File: config.mk
export PLATFORM = sky130hd
export DESIGN_NAME = unpremultiply_mask_and_blend_pixel_unit
export DESIGN_NICKNAME = d
export VERILOG_FILES = /design/src/sv/upmb_pkg.sv /design/src/sv/upmb_mask.sv /design/src/sv/upmb_lane.sv /design/src/sv/unpremultiply_mask_and_blend_pixel_unit.sv
export SDC_FILE = /design/constraint.sdc
export NUM_CORES = 2
export LEC_CHECK = 0
export BUFFER_PORTS_ARGS = -buffer_cell sky130_fd_sc_hd__buf_4
export CORE_UTILIZATION = 30
export DETAILED_ROUTE_END_ITERATION = 6
export SKIP_CTS_REPAIR_TIMING = 1
export SLEW_MARGIN = 20
export SYNTH_ARGS = -nofsm -noshare
export SYNTH_HDL_FRONTEND = slang
export SYNTH_SLANG_ARGS = --single-unit
File: constraint.sdc
create_clock -name clk -period 23.8 [get_ports clk]
set_clock_uncertainty 0.2 [all_clocks]
set_input_delay 3.57 -clock clk [delete_from_list [all_inputs] [get_ports clk]]
set_output_delay 3.57 -clock clk [all_outputs]
set_load 0.005 [all_outputs]
File: src/sv/upmb_pkg.sv
`default_nettype none
package upmb_pkg;

	localparam int NUM_CH = 3;

	localparam logic [7:0] FULL = 8'd255;
	localparam logic [7:0] MIN_DIV_ALPHA = 8'd3;

	// The reciprocal of 510 scaled by 2^26, rounded up, is exact for every mask numerator.
	localparam logic [17:0] MASK_RECIP = 18'd131587;
	localparam int MASK_SHIFT = 26;

	// The reciprocal of 255 scaled by 2^24, rounded up, is exact for every blend numerator.
	localparam logic [16:0] BLEND_RECIP = 17'd65794;
	localparam int BLEND_SHIFT = 24;

	typedef struct packed {
		logic [7:0] alpha;
		logic [7:0] marker;
		logic [7:0] color_c0;
		logic [7:0] color_c1;
		logic [7:0] color_c2;
		logic [7:0] paper_c0;
		logic [7:0] paper_c1;
		logic [7:0] paper_c2;
	} upmb_pixel_t;

	typedef struct packed {
		logic [7:0] out_c0;
		logic [7:0] out_c1;
		logic [7:0] out_c2;
	} upmb_result_t;

	typedef struct packed {
		logic [7:0] alpha_s1;
		logic [7:0] alpha_s2;
		logic       low_s2;
		logic [7:0] k_s3;
	} upmb_ctl_t;

endpackage
`default_nettype wire

File: src/sv/upmb_mask.sv
`default_nettype none
module upmb_mask (
	input  wire logic              clk,
	input  wire logic              en,
	input  wire logic [7:0]        alpha,
	input  wire logic [7:0]        marker,
	output upmb_pkg::upmb_ctl_t    ctl
);

	logic [7:0]  alpha_s1;
	logic        low_s1;
	logic [15:0] prod_s1;
	logic [7:0]  alpha_s2;
	logic        low_s2;
	logic [7:0]  k_s2;
	logic [7:0]  k_s3;
	logic [16:0] num;
	logic [34:0] scaled;

	assign num = {prod_s1, 1'b0} + 17'(upmb_pkg::FULL);
	assign scaled = 35'(num) * 35'(upmb_pkg::MASK_RECIP);

	always_ff @(posedge clk) begin
		if (en) begin
			alpha_s1 <= alpha;
			low_s1 <= alpha < upmb_pkg::MIN_DIV_ALPHA;
			prod_s1 <= 16'(alpha) * 16'(marker);
			alpha_s2 <= alpha_s1;
			low_s2 <= low_s1;
			k_s2 <= scaled[upmb_pkg::MASK_SHIFT + 7:upmb_pkg::MASK_SHIFT];
			k_s3 <= k_s2;
		end
	end

	assign ctl.alpha_s1 = alpha_s1;
	assign ctl.alpha_s2 = alpha_s2;
	assign ctl.low_s2 = low_s2;
	assign ctl.k_s3 = k_s3;

endmodule
`default_nettype wire

File: src/sv/upmb_lane.sv
`default_nettype none
module upmb_lane (
	input  wire logic                clk,
	input  wire logic                en,
	input  wire logic [7:0]          color,
	input  wire logic [7:0]          paper,
	input  wire upmb_pkg::upmb_ctl_t ctl,
	output logic [7:0]               chan
);

	logic [15:0] n_s1;
	logic [7:0]  color_s1;
	logic [7:0]  paper_s1;
	logic [15:0] rem_s2;
	logic [3:0]  qh_s2;
	logic        sat_s2;
	logic [7:0]  color_s2;
	logic [7:0]  paper_s2;
	logic [7:0]  u_s3;
	logic [7:0]  paper_s3;
	logic [15:0] num_s4;
	logic [7:0]  out_s5;

	logic [15:0] rem_hi;
	logic [3:0]  q_hi;
	logic [15:0] rem_lo;
	logic [3:0]  q_lo;
	logic [15:0] mix_p;
	logic [15:0] mix_u;
	logic [16:0] mix_sum;
	logic [32:0] scaled;

	// Restoring division, upper four quotient bits.
	always_comb begin
		logic [15:0] dsr;
		rem_hi = n_s1;
		q_hi = '0;
		for (int i = 3; i >= 0; i--) begin
			dsr = 16'({8'h00, ctl.alpha_s1} << (i + 4));
			if (rem_hi >= dsr) begin
				rem_hi = rem_hi - dsr;
				q_hi[i] = 1'b1;
			end
		end
	end

	// Restoring division, lower four quotient bits.
	always_comb begin
		logic [15:0] dsr;
		rem_lo = rem_s2;
		q_lo = '0;
		for (int i = 3; i >= 0; i--) begin
			dsr = 16'({8'h00, ctl.alpha_s2} << i);
			if (rem_lo >= dsr) begin
				rem_lo = rem_lo - dsr;
				q_lo[i] = 1'b1;
			end
		end
	end

	assign mix_p = 16'(paper_s3) * 16'(8'(upmb_pkg::FULL - ctl.k_s3));
	assign mix_u = 16'(u_s3) * 16'(ctl.k_s3);
	assign mix_sum = 17'(mix_p) + 17'(mix_u);
	assign scaled = 33'(num_s4) * 33'(upmb_pkg::BLEND_RECIP);

	always_ff @(posedge clk) begin
		if (en) begin
			n_s1 <= {color, 8'h00} - {8'h00, color};
			color_s1 <= color;
			paper_s1 <= paper;

			rem_s2 <= rem_hi;
			qh_s2 <= q_hi;
			sat_s2 <= n_s1 >= {ctl.alpha_s1, 8'h00};
			color_s2 <= color_s1;
			paper_s2 <= paper_s1;

			if (ctl.low_s2) begin
				u_s3 <= color_s2;
			end else if (sat_s2) begin
				u_s3 <= upmb_pkg::FULL;
			end else begin
				u_s3 <= {qh_s2, q_lo};
			end
			paper_s3 <= paper_s2;

			num_s4 <= mix_sum[15:0];

			out_s5 <= scaled[upmb_pkg::BLEND_SHIFT + 7:upmb_pkg::BLEND_SHIFT];
		end
	end

	assign chan = out_s5;

endmodule
`default_nettype wire

File: src/sv/unpremultiply_mask_and_blend_pixel_unit.sv
// An accepted pixel word passes through stages s1 to s5 to become its result word.
// Throughput: one pixel word per cycle unless stalled; each color channel has
// its own lane; the division spans two stages of four quotient bits each.
// A one-word skid register on the input keeps pixel_stall registered.
// Reset (arst_n low, asynchronous) empties the pipeline and the skid register.
`default_nettype none
module unpremultiply_mask_and_blend_pixel_unit (
	input  wire logic                   clk,
	input  wire logic                   arst_n,
	input  wire logic                   pixel_valid,
	output logic                        pixel_stall,
	input  wire upmb_pkg::upmb_pixel_t  pixel,
	output logic                        result_valid,
	input  wire logic                   result_stall,
	output upmb_pkg::upmb_result_t      result
);

	upmb_pkg::upmb_pixel_t skid_q;
	logic                  skid_valid_q;
	upmb_pkg::upmb_pixel_t src;
	logic                  src_valid;
	logic                  en;
	logic                  v_s1;
	logic                  v_s2;
	logic                  v_s3;
	logic                  v_s4;
	logic                  v_s5;
	upmb_pkg::upmb_ctl_t   ctl;
	logic [7:0]            color_ch [upmb_pkg::NUM_CH];
	logic [7:0]            paper_ch [upmb_pkg::NUM_CH];
	logic [7:0]            out_ch [upmb_pkg::NUM_CH];

	assign en = !(v_s5 && result_stall);
	assign src = skid_valid_q ? skid_q : pixel;
	assign src_valid = skid_valid_q || pixel_valid;
	assign pixel_stall = skid_valid_q;

	always_ff @(posedge clk or negedge arst_n) begin
		if (!arst_n) begin
			skid_valid_q <= 1'b0;
			v_s1 <= 1'b0;
			v_s2 <= 1'b0;
			v_s3 <= 1'b0;
			v_s4 <= 1'b0;
			v_s5 <= 1'b0;
		end else if (en) begin
			skid_valid_q <= 1'b0;
			v_s1 <= src_valid;
			v_s2 <= v_s1;
			v_s3 <= v_s2;
			v_s4 <= v_s3;
			v_s5 <= v_s4;
		end else if (pixel_valid && !skid_valid_q) begin
			skid_valid_q <= 1'b1;
		end
	end

	always_ff @(posedge clk) begin
		if (!en && pixel_valid && !skid_valid_q) begin
			skid_q <= pixel;
		end
	end

	assign color_ch[0] = src.color_c0;
	assign color_ch[1] = src.color_c1;
	assign color_ch[2] = src.color_c2;
	assign paper_ch[0] = src.paper_c0;
	assign paper_ch[1] = src.paper_c1;
	assign paper_ch[2] = src.paper_c2;

	upmb_mask u_mask (
		.clk    (clk),
		.en     (en),
		.alpha  (src.alpha),
		.marker (src.marker),
		.ctl    (ctl)
	);

	for (genvar ch = 0; ch < upmb_pkg::NUM_CH; ch++) begin : g_lane
		upmb_lane u_lane (
			.clk   (clk),
			.en    (en),
			.color (color_ch[ch]),
			.paper (paper_ch[ch]),
			.ctl   (ctl),
			.chan  (out_ch[ch])
		);
	end

	assign result_valid = v_s5;
	assign result.out_c0 = out_ch[0];
	assign result.out_c1 = out_ch[1];
	assign result.out_c2 = out_ch[2];

`ifndef NO_ASSERTIONS
	a_skid_fill: assert property (@(posedge clk) disable iff (!arst_n)
		$rose(skid_valid_q) |-> $past(v_s5 && result_stall))
		else $error("skid register filled while the pipeline was moving");

	a_skid_drain: assert property (@(posedge clk) disable iff (!arst_n)
		$fell(skid_valid_q) |-> $past(en) && v_s1)
		else $error("skid register drained without entering the pipeline");

	a_advance: assert property (@(posedge clk) disable iff (!arst_n)
		en && v_s4 |=> v_s5)
		else $error("word lost between the last two pipeline stages");

	a_hold: assert property (@(posedge clk) disable iff (!arst_n)
		!en |=> $stable({v_s1, v_s2, v_s3, v_s4}))
		else $error("pipeline moved while the output was stalled");
`endif

endmodule
`default_nettype wire
Word level (Yosys, flattened, before mapping)

Cells that the tools add are included.

Add/subtract/negate cells: 29
Multiply operators: 11
Reductions and logical operators: 6
$lt $le $gt $ge: 28
Muxes and demuxes: 54
Equal/unequal tests: 1

Operator list:

| kind                     | count |
|---|---|
| $mux W16                 | 21 |
| $mul A8 B8 Y16           | 7 |
| $mul A16 B16 Y31 const B | 3 |
| $mux W64                 | 1 |
| $add A16 B16 Y16         | 3 |
| $ge A16 B10 Y1           | 3 |
| $ge A16 B11 Y1           | 3 |
| $ge A16 B12 Y1           | 3 |
| $ge A16 B13 Y1           | 3 |
| $ge A16 B14 Y1           | 3 |
| $ge A16 B15 Y1           | 3 |
| $ge A16 B16 Y1           | 3 |
| $ge A16 B8 Y1            | 3 |
| $ge A16 B9 Y1            | 3 |
| $mux W8                  | 6 |
| $sub A16 B10 Y16         | 3 |
| $sub A16 B11 Y16         | 3 |
| $sub A16 B12 Y16         | 3 |
| $sub A16 B13 Y16         | 3 |
| $sub A16 B14 Y16         | 3 |
| $sub A16 B15 Y16         | 3 |
| $sub A16 B8 Y16          | 3 |
| $sub A16 B9 Y16          | 3 |
| $mul A17 B18 Y34 const B | 1 |
| other kinds (8)          | 36 |

Word-level logic and storage cells: 186
Bits in registers: 447

Longest topological paths before layout

Depth after elaboration: 10
Mapped depth: 45
Depth with buffers taken out: 43

Modules after synthesis

Synthesis repeated with hierarchy kept, for this count alone.

Cell total of the unflattened synthesis: 4638
Area total of the unflattened synthesis: 48046.1 µm²

Modules (own cells, without submodules):

| module                                  | instances | area an instance (µm²) | cells an instance |
|---|---|---|---|
| upmb_lane (g_lane[2].u_lane)            | 1         | 13244.0                | 1346 |
| upmb_lane (g_lane[1].u_lane)            | 1         | 13070.0                | 1319 |
| upmb_lane (g_lane[0].u_lane)            | 1         | 13048.8                | 1312 |
| upmb_mask                               | 1         | 5609.1                 | 510 |
| unpremultiply_mask_and_blend_pixel_unit | 1         | 3074.2                 | 151 |

Least setup slack after synthesis

Ideal clock, no wire load.

Kind: input port to flip-flop
Start point: in result_stall
End point: reg skid_q[0] in the netlist's numbering, enable pin
Setup slack: 1267 ps
Required time: 21449 ps
Arrival: 20182 ps
Stages: 2
Setup time: 2151 ps
Buffers on the path: 0
Cells stage by stage: nand2_1 nor3b_1

Cells in the longest elaborated chain, start to end: 3

Ends and longest elaborated chain:

| element                          | RTL line                                      | text |
|---|---|---|
| start, declared                  | unpremultiply_mask_and_blend_pixel_unit.sv:14 | `input wire logic result_stall,` |
| $logic_and A1 B1 Y1              | unpremultiply_mask_and_blend_pixel_unit.sv:33 | `assign en = !(v_s5 && result_stall);` |
| $logic_and A1 B1 Y1 (2 in a row) | unpremultiply_mask_and_blend_pixel_unit.sv:59 | `if (!en && pixel_valid && !skid_valid_q) begin` |
| end signal, assigned             | unpremultiply_mask_and_blend_pixel_unit.sv:60 | `skid_q <= pixel;` |
| end, declared                    | unpremultiply_mask_and_blend_pixel_unit.sv:18 | `upmb_pkg::upmb_pixel_t skid_q;` |

No other way between the ends.
A chain may end at the register's enable or synchronous reset.

Worst setup path in the final report

Start point: reg u_mask.alpha_s1[1]
End point: reg g_lane[0].u_lane.rem_s2[6], data pin

Cells in the longest elaborated chain, start to end: 8
Elaborated cells between the ends (all ways): 12
Those cells by class: add/sub: 4; order compare: 4; mux: 4

Ends and longest elaborated chain:

| element                                            | RTL line                         | text |
|---|---|---|
| start, declared                                    | upmb_mask.sv:10                  | `logic [7:0] alpha_s1;` |
| start signal, assigned                             | upmb_mask.sv:25                  | `alpha_s1 <= alpha;` |
| $ge A16 B15 Y1 or $sub A16 B15 Y16 (tied branches) | upmb_lane.sv:40, upmb_lane.sv:41 |  |
| $mux W16                                           | upmb_lane.sv:40                  | `if (rem_hi >= dsr) begin` |
| $sub A16 B14 Y16 or $ge A16 B14 Y1 (tied branches) | upmb_lane.sv:41, upmb_lane.sv:40 |  |
| $mux W16                                           | upmb_lane.sv:40                  |  |
| $sub A16 B13 Y16 or $ge A16 B13 Y1 (tied branches) | upmb_lane.sv:41, upmb_lane.sv:40 |  |
| $mux W16                                           | upmb_lane.sv:40                  |  |
| $sub A16 B12 Y16 or $ge A16 B12 Y1 (tied branches) | upmb_lane.sv:41, upmb_lane.sv:40 |  |
| $mux W16 *                                         | upmb_lane.sv:40                  |  |
| named net g_lane[0].u_lane.rem_hi[6]               | upmb_lane.sv:24                  | `logic [15:0] rem_hi;` |
| end signal, assigned                               | upmb_lane.sv:72                  | `rem_s2 <= rem_hi;` |
| end, declared                                      | upmb_lane.sv:14                  | `logic [15:0] rem_s2;` |

The timed path passes the listed nets; every way through them passes the cells marked *.

==> results_dict.tcl <==
set metrics [dict create \
    rows 145 \
    regToRegSetupSlack_ns 12.25 \
    async_flop_share 0.0136 \
    critPathTopFamily "compound AO/OA/AOI/OAI gates" \
    hold_depth 0 \
    crit_buf_inv 5 \
    totalWireLength_um 108000 \
    synthMuxAreaShare 0.0393 \
    synth_top_family_by_area "adder cells" \
    synth_edf_count 435 \
    dp_hpwl_um 83600 \
    cap_violations 0 \
    slew_headroom 0.319 \
    initial_utilization 0.303 \
    crit_fanout 24 \
    grt_use_total 0.136 \
    synthCells 4605 \
    cts_buffers 56 \
    hold_slack_ns 0.214 \
    synth_area_per_cell_um2 10.3 \
    io_pins 94 \
    yosys.area_share.simple 0.138 \
    hold_viol 0 \
    cp-startpoint "u_mask.alpha_s1[1]$_DFFE_PN_" \
    drc 0 \
    synthTopCellsByCount "ha_1, inv_1, edfxtp_1, fa_1, nand2_1" \
    path_common_cell "a21oi_1" \
    synthAdderAreaFrac 0.343 \
    setup_viol 0 \
    vias 33200 \
    synth_top_area_frac 0.276 \
    synthXorXnorAreaFrac 0.0424 \
    nFillCells 15800 \
    hold_path_end "g_lane[1].u_lane.paper_s2[2]$_DFFE_PN_" \
    cts_num_sinks 441 \
    synthMostInstantiatedCell "ha_1" \
    final_antenna_net_count 0 \
    ys_seq_elements 441 \
    area_growth_pct 11.0 \
    dr.pass1.iters 5 \
    drv_slew 0 \
    crit_path_end_kind "flip-flop" \
    core_area_um2 156000 \
    viasPerCell 4.86 \
    rsz0062_at_grt "no" \
    drive_above_1_share 0.0758 \
    grt_pass1_vias 33300 \
    antenna_found_initial 3 \
    worstReg2RegStart "u_mask.alpha_s1[1]$_DFFE_PN_" \
    crit_path_top_delay_cell "or4b_1" \
    synth_flop_cell "edfxtp_1" \
    synthTopCellsByArea "edfxtp_1, ha_1, fa_1" \
    drtIter0Drc 1917 \
    synth-compound-area-share 0.105 \
    wl_per_cell_um 15.8 \
    cp.arrival_ns 11.76 \
    critPathKind "flip-flop to flip-flop" \
    r2r_cells 40 \
    clk_latency_ns 0.67 \
    clk_pin_slew_ns 0.06 \
    grt_pass1_wl_um 176000 \
    gr-total-overflow 0 \
    outcome "completed" \
    grt_max_degree 78 \
    fin_nets 5868 \
    min_from "g_lane[1].u_lane.paper_s1[2]$_DFFE_PN_" \
    die-height_um 399 \
    crit_required_ns 24.01 \
    antenna_cells 0 \
    syn-cell-area_um2 47400 \
    gp_congestion 0.838 \
    yosys.area.top_type "edfxtp_1" \
    synth_cell_types 86 \
    yosysWarnings 0 \
    r2r-end "g_lane[0].u_lane.rem_s2[6]$_DFFE_PN_" \
    cts_tree "built" \
    htreeDepth 2 \
    cp_slowest_stage_delay_ns 0.77 \
    multiInputGateArea_um2 31700 \
    startpoint_type "flip-flop" \
    ff_latch_area_um2 13200 \
    hold_class "flip-flop to flip-flop" \
    yosysSeqAreaShare 0.279 \
    max_slew.worst_pin.slew_ns 1.02 \
    clock_path_buffers 3 \
    die_w_um 399 \
    tns_ns 0 \
    period_share 0.485 \
    max_freq_mhz 86.6 \
    cts_root_buffer "clkbuf_16" \
    dieArea_um2 159000 \
    min_period_ns 11.55 \
    io_buffers 93 \
]
-- cells in the final DEF (no fill, tap or decap), types with 65 or more instances in the layout --
cell and instances:
o21ai_0 180, and2_1 142, xnor2_1 159, xor2_1 70, a21oi_1 201, nand2_1 259
mux2i_1 81, nor3_1 69, nand2b_1 149, nor2_1 228, inv_1 582, nor2b_1 160
ha_1 728, fa_1 356, edfxtp_1 435, o21a_1 65, mux2_2 87, a21o_1 92
buf_4 130
-- flip-flops by register name, indices dropped and copies added (netlist names), 12 cells and up --
name	cells
u_mask.prod_s1	16
g_lane.u_lane.color_s2	24
g_lane.u_lane.paper_s2	24
g_lane.u_lane.qh_s2	12
g_lane.u_lane.num_s4	48
g_lane.u_lane.rem_s2	45
g_lane.u_lane.paper_s3	24
g_lane.u_lane.color_s1	24
skid_q	64
g_lane.u_lane.n_s1	45
g_lane.u_lane.u_s3	24
g_lane.u_lane.paper_s1	24
g_lane.u_lane.chan	24
-- worst max-delay path by stage --
stage,slack [ns],to,cells past startpoint
3_3_place_gp,12.57,g_lane[0].u_lane.rem_s2[5]$_DFFE_PN_,40
3_5_place_dp,12.28,g_lane[0].u_lane.rem_s2[6]$_DFFE_PN_,40
2_1_floorplan,1.27,skid_q[0]$_DFFE_PP_,2
5_1_grt,11.20,g_lane[0].u_lane.rem_s2[7]$_DFFE_PN_,40
4_1_cts,12.28,g_lane[0].u_lane.rem_s2[6]$_DFFE_PN_,40
6_report,12.25,g_lane[0].u_lane.rem_s2[6]$_DFFE_PN_,40
-- logic make-up (layout without fill, tap and decap cells) --
group,count (synthesis),in the layout
and+or+nand+nor,1242,1242
adders and majority gates,1084,1084
AOI/OAI and AO/OA,769,769
buffers and inverters,665,821
DFF,441,441
xor gates and xnor gates,229,229
muxes,174,174
other,1,3
-- metrics by stage --
step	cells	cell area, µm²	setup slack (ns)	utilization
finish	6821	52600	12.25	0.336
detailed placement	6716	50600	12.28	0.324
floorplan	4607	47400	1.27	-
global route	6821	52600	11.20	0.336
CTS	6821	52600	12.28	0.336
global placement	6716	50600	12.57	0.324
-- cell type report --
cell class / instances / area share
Sequential cell: 441 / 0.251
Clock buffer: 64 / 0.0280
Inverter: 586 / 0.0419
Clock inverter: 41 / 0.00864
Multi-Input combinational cell: 3501 / 0.602
Tap cell: 2058 / 0.0490
Timing Repair Buffer: 130 / 0.0186
-- per-layer routing --
metal,part of all wire,GRT usage,vias up
li1,-,-,16300
met1,0.49,0.192,16100
met2,0.44,0.218,658
met3,0.048,0.0196,141
met4,0.023,0.0363,4
met5,0.00021,0,-
Power is left out: the tool's default activity adds up to more than one toggle a clock period on the data nets, which glitch-free logic cannot reach.
